===== config.mk =====
export PLATFORM = sky130hd
export DESIGN_NAME = lfrc_deframer
export DESIGN_NICKNAME = d
export VERILOG_FILES = /design/src/lfrc_pkg.sv /design/src/lfrc_deframer.sv
export SDC_FILE = /design/constraint.sdc
export NUM_CORES = 1
export LEC_CHECK = 0
export CORE_ASPECT_RATIO = 1.75
export CORE_MARGIN = 10
export CORE_UTILIZATION = 70
export DETAILED_ROUTE_END_ITERATION = 16
export DONT_BUFFER_PORTS = 1
export PLACE_DENSITY_LB_ADDON = 0.08
export SLEW_MARGIN = 20
export SYNTH_ARGS = -nofsm -noshare
export SYNTH_HDL_FRONTEND = slang
export SYNTH_SLANG_ARGS = --single-unit
export TNS_END_PERCENT = 50

===== constraint.sdc =====
create_clock -name aclk -period 19.05 [get_ports aclk]
set_input_delay 1.905 -clock aclk [delete_from_list [all_inputs] [get_ports aclk]]
set_output_delay 1.905 -clock aclk [all_outputs]
set_load 0.005 [all_outputs]

===== src/lfrc_pkg.sv =====
// Types, codes and the CRC-32 byte update for the link frame receiver.
// Depends on nothing; every other module file imports it.
package lfrc_pkg;

    localparam logic [31:0] CRC_POLY = 32'h04C11DB7;
    localparam logic [31:0] CRC_TOP  = 32'h80000000;

    localparam logic [1:0] REG_FRAMING_MODE = 2'd0;
    localparam logic [1:0] REG_CHECK_MODE   = 2'd1;
    localparam logic [1:0] REG_FLAG_VALUE   = 2'd2;
    localparam logic [1:0] REG_ESCAPE_VALUE = 2'd3;

    localparam logic [1:0] CHK_NONE   = 2'd0;
    localparam logic [1:0] CHK_PARITY = 2'd1;
    localparam logic [1:0] CHK_CRC    = 2'd2;

    localparam logic [1:0] ST_OK    = 2'd0;
    localparam logic [1:0] ST_FAIL  = 2'd1;
    localparam logic [1:0] ST_SHORT = 2'd2;

    localparam logic       RESET_FRAMING = 1'b1;
    localparam logic [1:0] RESET_CHECK   = CHK_NONE;
    localparam logic [7:0] RESET_FLAG    = 8'd126;
    localparam logic [7:0] RESET_ESCAPE  = 8'd125;

    typedef enum logic [1:0] {
        PH_IDLE  = 2'd0,
        PH_FRAME = 2'd1,
        PH_ESC   = 2'd2
    } phase_t;

    typedef struct packed {
        logic       framing_mode;
        logic [1:0] check_mode;
        logic [7:0] flag_value;
        logic [7:0] escape_value;
    } cfg_t;

    typedef struct packed {
        logic [7:0] payload_byte;
        logic       payload_valid;
        logic       frame_end;
        logic [1:0] frame_status;
    } result_t;

    function automatic logic [31:0] crc32_byte(input logic [31:0] crc, input logic [7:0] b);
        logic [31:0] c;
        c = crc ^ {b, 24'h000000};
        for (int i = 0; i < 8; i++) begin
            if ((c & CRC_TOP) != 32'h0) begin
                c = (c << 1) ^ CRC_POLY;
            end else begin
                c = c << 1;
            end
        end
        return c;
    endfunction

endpackage


===== src/lfrc_deframer.sv =====
// Deframing state, trailer hold and running CRC/parity; one word per step.
// Depends on lfrc_pkg.
module lfrc_deframer
    import lfrc_pkg::*;
(
    input  logic       aclk,
    input  logic       aresetn,
    input  cfg_t       cfg,
    input  logic       frame_clear,
    input  logic       step_en,
    input  logic [7:0] rx_byte,
    output logic       res_valid,
    output result_t    res
);

    phase_t      phase_reg, phase_next;
    logic [7:0]  left_reg, left_next;
    logic [7:0]  hold_reg [4];
    logic [7:0]  hold_next [4];
    logic [2:0]  fill_reg, fill_next;
    logic [31:0] crc_reg, crc_next;
    logic        par_reg, par_next;

    logic [2:0]  tlen;
    logic [1:0]  last_idx;
    logic [2:0]  fill_c;
    logic [31:0] crc_c;
    logic        par_c;
    logic        do_push;
    logic        frame_done;
    logic        out_valid;
    logic [7:0]  out_byte;
    logic [1:0]  status;
    logic [31:0] rx_crc;

    always_comb begin
        case (cfg.check_mode)
            CHK_PARITY: begin
                tlen     = 3'd1;
                last_idx = 2'd0;
            end
            CHK_CRC: begin
                tlen     = 3'd4;
                last_idx = 2'd3;
            end
            default: begin
                tlen     = 3'd0;
                last_idx = 2'd0;
            end
        endcase
    end

    always_comb begin
        phase_next = phase_reg;
        left_next  = left_reg;
        fill_c     = fill_reg;
        crc_c      = crc_reg;
        par_c      = par_reg;
        do_push    = 1'b0;
        frame_done = 1'b0;

        if (!cfg.framing_mode) begin
            if (phase_reg == PH_IDLE) begin
                fill_c = 3'd0;
                crc_c  = 32'h0;
                par_c  = 1'b0;
                if (rx_byte == 8'd0) begin
                    left_next  = 8'd0;
                    frame_done = 1'b1;
                end else begin
                    left_next  = rx_byte;
                    phase_next = PH_FRAME;
                end
            end else begin
                do_push   = 1'b1;
                left_next = left_reg - 8'd1;
                if (left_next == 8'd0) begin
                    frame_done = 1'b1;
                end
            end
        end else begin
            if (phase_reg == PH_IDLE) begin
                if (rx_byte == cfg.flag_value) begin
                    fill_c     = 3'd0;
                    crc_c      = 32'h0;
                    par_c      = 1'b0;
                    left_next  = 8'd0;
                    phase_next = PH_FRAME;
                end
            end else if (phase_reg == PH_ESC) begin
                phase_next = PH_FRAME;
                do_push    = 1'b1;
            end else if (rx_byte == cfg.flag_value) begin
                // The flag test comes first, so a flag equal to the escape closes the frame.
                frame_done = 1'b1;
            end else if (rx_byte == cfg.escape_value) begin
                phase_next = PH_ESC;
            end else begin
                do_push = 1'b1;
            end
        end
    end

    // Push into the trailer hold; a word leaves the hold once it is full, or bypasses it with no trailer check.
    always_comb begin
        hold_next = hold_reg;
        fill_next = fill_c;
        crc_next  = crc_c;
        par_next  = par_c;
        out_valid = 1'b0;
        out_byte  = 8'd0;
        if (do_push) begin
            if (tlen == 3'd0) begin
                out_valid = 1'b1;
                out_byte  = rx_byte;
            end else if (fill_c < tlen) begin
                hold_next[fill_c[1:0]] = rx_byte;
                fill_next              = fill_c + 3'd1;
            end else begin
                out_valid = 1'b1;
                out_byte  = hold_reg[0];
                if (tlen == 3'd4) begin
                    hold_next[0] = hold_reg[1];
                    hold_next[1] = hold_reg[2];
                    hold_next[2] = hold_reg[3];
                end
                hold_next[last_idx] = rx_byte;
            end
            if (out_valid) begin
                crc_next = crc32_byte(crc_c, out_byte);
                par_next = par_c ^ (^out_byte);
            end
        end
    end

    assign rx_crc = {hold_next[0], hold_next[1], hold_next[2], hold_next[3]};

    always_comb begin
        if (fill_next < tlen) begin
            status = ST_SHORT;
        end else if (tlen == 3'd1) begin
            status = (par_next ^ (^hold_next[0])) ? ST_FAIL : ST_OK;
        end else if (tlen == 3'd4) begin
            status = (rx_crc == crc_next) ? ST_OK : ST_FAIL;
        end else begin
            status = ST_OK;
        end
    end

    always_ff @(posedge aclk) begin
        if (!aresetn || frame_clear) begin
            phase_reg <= PH_IDLE;
            left_reg  <= 8'd0;
            fill_reg  <= 3'd0;
            crc_reg   <= 32'h0;
            par_reg   <= 1'b0;
        end else if (step_en) begin
            if (frame_done) begin
                phase_reg <= PH_IDLE;
                left_reg  <= 8'd0;
                fill_reg  <= 3'd0;
                crc_reg   <= 32'h0;
                par_reg   <= 1'b0;
            end else begin
                phase_reg <= phase_next;
                left_reg  <= left_next;
                fill_reg  <= fill_next;
                crc_reg   <= crc_next;
                par_reg   <= par_next;
            end
        end
    end

    // Hold contents beyond the fill count are never read, so they need no reset.
    always_ff @(posedge aclk) begin
        if (step_en) begin
            hold_reg <= hold_next;
        end
    end

    assign res_valid          = out_valid | frame_done;
    assign res.payload_byte   = out_byte;
    assign res.payload_valid  = out_valid;
    assign res.frame_end      = frame_done;
    assign res.frame_status   = frame_done ? status : ST_OK;

endmodule


==> impl_metrics.json <==
{
  "postRouteAntennaNets": 0,
  "post_layout_net_count": 868,
  "part_of_the_power_in_registers": 0.328,
  "die_width_um": 96.94,
  "slew_violations": 0,
  "clkSlewWorstSetupHoldPaths_ps": 60,
  "postSynth.asyncResetShare": 0,
  "pin_count": 44,
  "power.static_leakage_nw": 2.722,
  "grt_util_all_layers": 0.3496,
  "post_cts.resized_instances": 0,
  "vias": 7149,
  "cts_tree": "built",
  "pin_count_of_the_biggest_net_entering_global_routing": 47,
  "syn_nets": 904,
  "post_synth_instance_area_mm2": 0.007251,
  "floorplan.core_area_mm2": 0.01018,
  "clk-insertion-delay-late_ps": 350,
  "placement.io_buffers": 0,
  "cts_num_sinks": 78,
  "status": "completed",
  "detail_route.first_pass.iterations": 6,
  "setup-tns-final_ps": 0,
  "floorplan.die.height_um": 154.6,
  "ys_warn_count": 0,
  "fin_util": 0.7449,
  "placementRows": 49,
  "areaGrowthSynthToFinish_pct": 4.556,
  "drt-initial-drc-count": 928,
  "final.setup_skew_ps": 15.20,
  "max-slew-margin-rel": 0.3070,
  "power.ir.vdd_worst_mv": 0.07308,
  "internal-power_w": 0.0003711,
  "die-area_mm2": 0.01499,
  "crit_path_category": "primary input to primary output",
  "cts.hold.buffers_added": 0,
  "syn_avg_cell_area_um2": 8.411,
  "clock_power_share": 0.336,
  "hold_path_class": "register to register",
  "clock_tree.buffer_depth": 2,
  "synth_top_flop_cell": "sky130_fd_sc_hd__dfxtp_1",
  "via_count_of_the_first_global_routing_pass": 6876,
  "p_switching_w": 0.0001995,
  "finalWorstSetupSlack_ps": 8215,
  "kind_of_launch_point_of_the_worst_setup_path": "primary input",
  "comb_power_share": 0.336,
  "synth-edff-count": 32,
  "grt_setup_unrepaired": "no",
  "wire_length_of_the_first_global_routing_pass_um": 40990,
  "worst_ep_arrival_time_ps": 8930,
  "fin_crit_ps": 10840,
  "nFillCells": 753,
  "pre_cts_slack_ps": 8551,
  "route.final.wire_length_um": 27320,
  "yosysSeqAreaShare": 0.2595,
  "postSynthRegisterBits": 78,
  "drcViolationCount": 0,
  "totalPowerFinal_w": 0.0005707,
  "start_util": 0.7124,
  "post-cts-setup-buffers": 0,
  "max_clock_freq_mhz": 92.29,
  "power.switching_fraction": 0.3496,
  "globalplace.congestion": 1.100,
  "detailed_place_hpwl_um": 20000,
  "critPathCaptureType": "primary output",
  "final-hold-violation-count": 0,
  "avgViaCountPerCell": 7.462,
  "ys_types": 86,
  "cts_inserted_buffers": 9,
  "final_layout_size_suffix_gt1_frac": 0.09868,
  "drt-wirelength-per-cell_um": 28.52,
  "antennaDiodeCount": 0,
  "timing.critical_path.fanout_max": 37,
  "number_of_instances_in_the_synthesized_netlist": 862,
  "power_per_cell_area_mw_per_mm2": 75.28,
  "number_of_h_tree_levels": 3,
  "setup_viol": 0,
  "maxCapViolCount": 0,
  "clock_tree.root_cell": "sky130_fd_sc_hd__clkbuf_16",
  "antenna_found_initial": 0,
  "globalRouteOverflowTotal": 0,
  "required_time_reported_for_the_critical_path_endpoint_ps": 17140,
  "tightest_slew_ps": 1039,
  "finalCritPeriodShare": 0.5688
}
## worst max-delay path: stages
cell and delay [ps]:
sky130_fd_sc_hd__xor2_1 160, sky130_fd_sc_hd__nor4_4 590, sky130_fd_sc_hd__a21boi_2 320, sky130_fd_sc_hd__nand2b_1 220
sky130_fd_sc_hd__buf_4 310, sky130_fd_sc_hd__and2_1 250, sky130_fd_sc_hd__ha_1 380, sky130_fd_sc_hd__o21a_1 240
sky130_fd_sc_hd__and2_1 220, sky130_fd_sc_hd__a21bo_2 390, sky130_fd_sc_hd__nand2_1 550, sky130_fd_sc_hd__a211oi_2 950
sky130_fd_sc_hd__a2bb2oi_1 780, sky130_fd_sc_hd__mux2i_1 190, sky130_fd_sc_hd__a21oi_1 180, sky130_fd_sc_hd__nand2_1 70
sky130_fd_sc_hd__nor4_1 290, sky130_fd_sc_hd__nand4_1 180, sky130_fd_sc_hd__nor4_2 490, sky130_fd_sc_hd__o32ai_1 230
## cells in the mapped netlist (3+ instances only)
library cell | n | area share
sky130_fd_sc_hd__a32oi_1 | 5 | 0.0060
sky130_fd_sc_hd__a221o_1 | 3 | 0.0041
sky130_fd_sc_hd__nor3_1 | 25 | 0.017
sky130_fd_sc_hd__o22a_1 | 6 | 0.0072
sky130_fd_sc_hd__o21ai_0 | 27 | 0.019
sky130_fd_sc_hd__xor2_4 | 3 | 0.011
sky130_fd_sc_hd__a21oi_1 | 67 | 0.046
sky130_fd_sc_hd__and2_1 | 5 | 0.0043
sky130_fd_sc_hd__a311oi_1 | 3 | 0.0036
sky130_fd_sc_hd__nand3_1 | 18 | 0.012
sky130_fd_sc_hd__a211oi_1 | 9 | 0.0093
sky130_fd_sc_hd__xnor2_1 | 58 | 0.070
sky130_fd_sc_hd__o21ai_1 | 12 | 0.0083
sky130_fd_sc_hd__a21o_1 | 4 | 0.0041
sky130_fd_sc_hd__a2bb2oi_1 | 9 | 0.011
sky130_fd_sc_hd__and3_1 | 9 | 0.0078
sky130_fd_sc_hd__or4_1 | 3 | 0.0031
sky130_fd_sc_hd__mux2i_1 | 23 | 0.032
sky130_fd_sc_hd__xor2_1 | 49 | 0.059
sky130_fd_sc_hd__nand2b_1 | 10 | 0.0086
sky130_fd_sc_hd__a2111oi_0 | 6 | 0.0072
sky130_fd_sc_hd__o22ai_1 | 18 | 0.016
sky130_fd_sc_hd__nand2_1 | 51 | 0.026
sky130_fd_sc_hd__clkbuf_1 | 41 | 0.021
sky130_fd_sc_hd__buf_1 | 4 | 0.0021
sky130_fd_sc_hd__a211o_1 | 3 | 0.0036
sky130_fd_sc_hd__ha_1 | 11 | 0.019
sky130_fd_sc_hd__or3_1 | 3 | 0.0026
sky130_fd_sc_hd__nand4_1 | 6 | 0.0052
sky130_fd_sc_hd__a221oi_1 | 3 | 0.0036
sky130_fd_sc_hd__nor4_1 | 7 | 0.0060
sky130_fd_sc_hd__a22oi_1 | 24 | 0.025
sky130_fd_sc_hd__edfxtp_1 | 32 | 0.13
sky130_fd_sc_hd__inv_1 | 24 | 0.012
sky130_fd_sc_hd__xor2_2 | 6 | 0.013
sky130_fd_sc_hd__buf_4 | 4 | 0.0041
sky130_fd_sc_hd__a31oi_1 | 4 | 0.0035
sky130_fd_sc_hd__buf_2 | 6 | 0.0041
sky130_fd_sc_hd__xnor3_1 | 9 | 0.028
sky130_fd_sc_hd__nor2_1 | 112 | 0.058
sky130_fd_sc_hd__nor3b_1 | 4 | 0.0041
sky130_fd_sc_hd__nor2b_1 | 12 | 0.010
sky130_fd_sc_hd__mux2_2 | 20 | 0.031
sky130_fd_sc_hd__dfxtp_1 | 46 | 0.13
sky130_fd_sc_hd__buf_6 | 3 | 0.0047
## cells in the final DEF, fill, tap and decap left out, drive strengths merged, types with 11 or more instances in the layout
master and count:
edfxtp 32, dfxtp 46, nand3 18, xnor2 60, a21oi 69, nor2b 12, xor2 58, o22ai 18
mux2i 23, inv 25, buf 11, ha 11, mux2 20, o21ai 40, nand2 51, nor3 25
a22oi 24, nor2 113
## layer usage
layer / part of all wire / track usage / wire length (um) / up-vias
met5: 0 / 0 / 0 / -
met4: 0.10 / 0.2964 / 2816 / 0
met3: 0.11 / 0.07270 / 3035 / 209
met2: 0.48 / 0.5930 / 13040 / 601
met1: 0.31 / 0.3592 / 8433 / 3282
li1: - / - / - / 3057
## stage by stage
stage	hold WS, ps	area (um^2)	instances
2_1_floorplan	463.4	7251	862
3_3_place_gp	481.1	7242	942
4_1_cts	505.2	7570	958
5_1_grt	515.3	7581	958
6_report	511.1	7581	958
3_5_place_dp	496.8	7247	942
## kinds of logic (layout without fill, tap and decap cells)
kind of cell	Yosys count	in the layout	synth area share
adder cells (fa/ha/maj)	11	11	0.01898
AND/OR/NAND/NOR	275	275	0.1815
flip-flops	78	78	0.2595
XOR/XNOR	128	128	0.1914
multiplexers	43	43	0.06281
AO/OA/AOI/OAI	243	243	0.2361
buffers and inverters	84	53	0.04970
## area by class of cell
cell class / instances / area (um^2) / area share
Clock buffer: 10 / 229.0 / 0.03020
Multi-Input combinational cell: 700 / 5037 / 0.6645
Timing Repair Buffer: 11 / 82.58 / 0.01089
Sequential cell: 78 / 1882 / 0.2482
Clock inverter: 6 / 93.84 / 0.01238
Tap cell: 127 / 158.9 / 0.02096
Inverter: 26 / 97.59 / 0.01287
## worst paths after layout
| path | startpoint | endpoint | slack (ps) | cells past startpoint |
|---|---|---|---|---|
| worst min-delay path | crc_reg[11]$_SDFFE_PP0P_ | crc_reg[11]$_SDFFE_PP0P_ | 510 | 2 |
| worst min register to register | crc_reg[11]$_SDFFE_PP0P_ | crc_reg[11]$_SDFFE_PP0P_ | 510 | 2 |
| worst max register to register | phase_reg[0]$_SDFFE_PP0P_ | crc_reg[22]$_SDFFE_PP0P_ | 13310 | 15 |
| worst max-delay path | cfg[14] | res[0] | 8210 | 20 |
## power by group through the flow
stage | Clock, W | Combinational (W) | Sequential, W
2_1_floorplan | 0 | 0.000141 | 0.000187
3_3_place_gp | 0 | 0.000179 | 0.000190
3_5_place_dp | 0 | 0.000181 | 0.000191
4_1_cts | 0.000190 | 0.000183 | 0.000187
5_1_grt | 0.000198 | 0.000199 | 0.000188
6_report | 0.000192 | 0.000192 | 0.000187
Note: power is estimated with default switching activity, not from simulation.
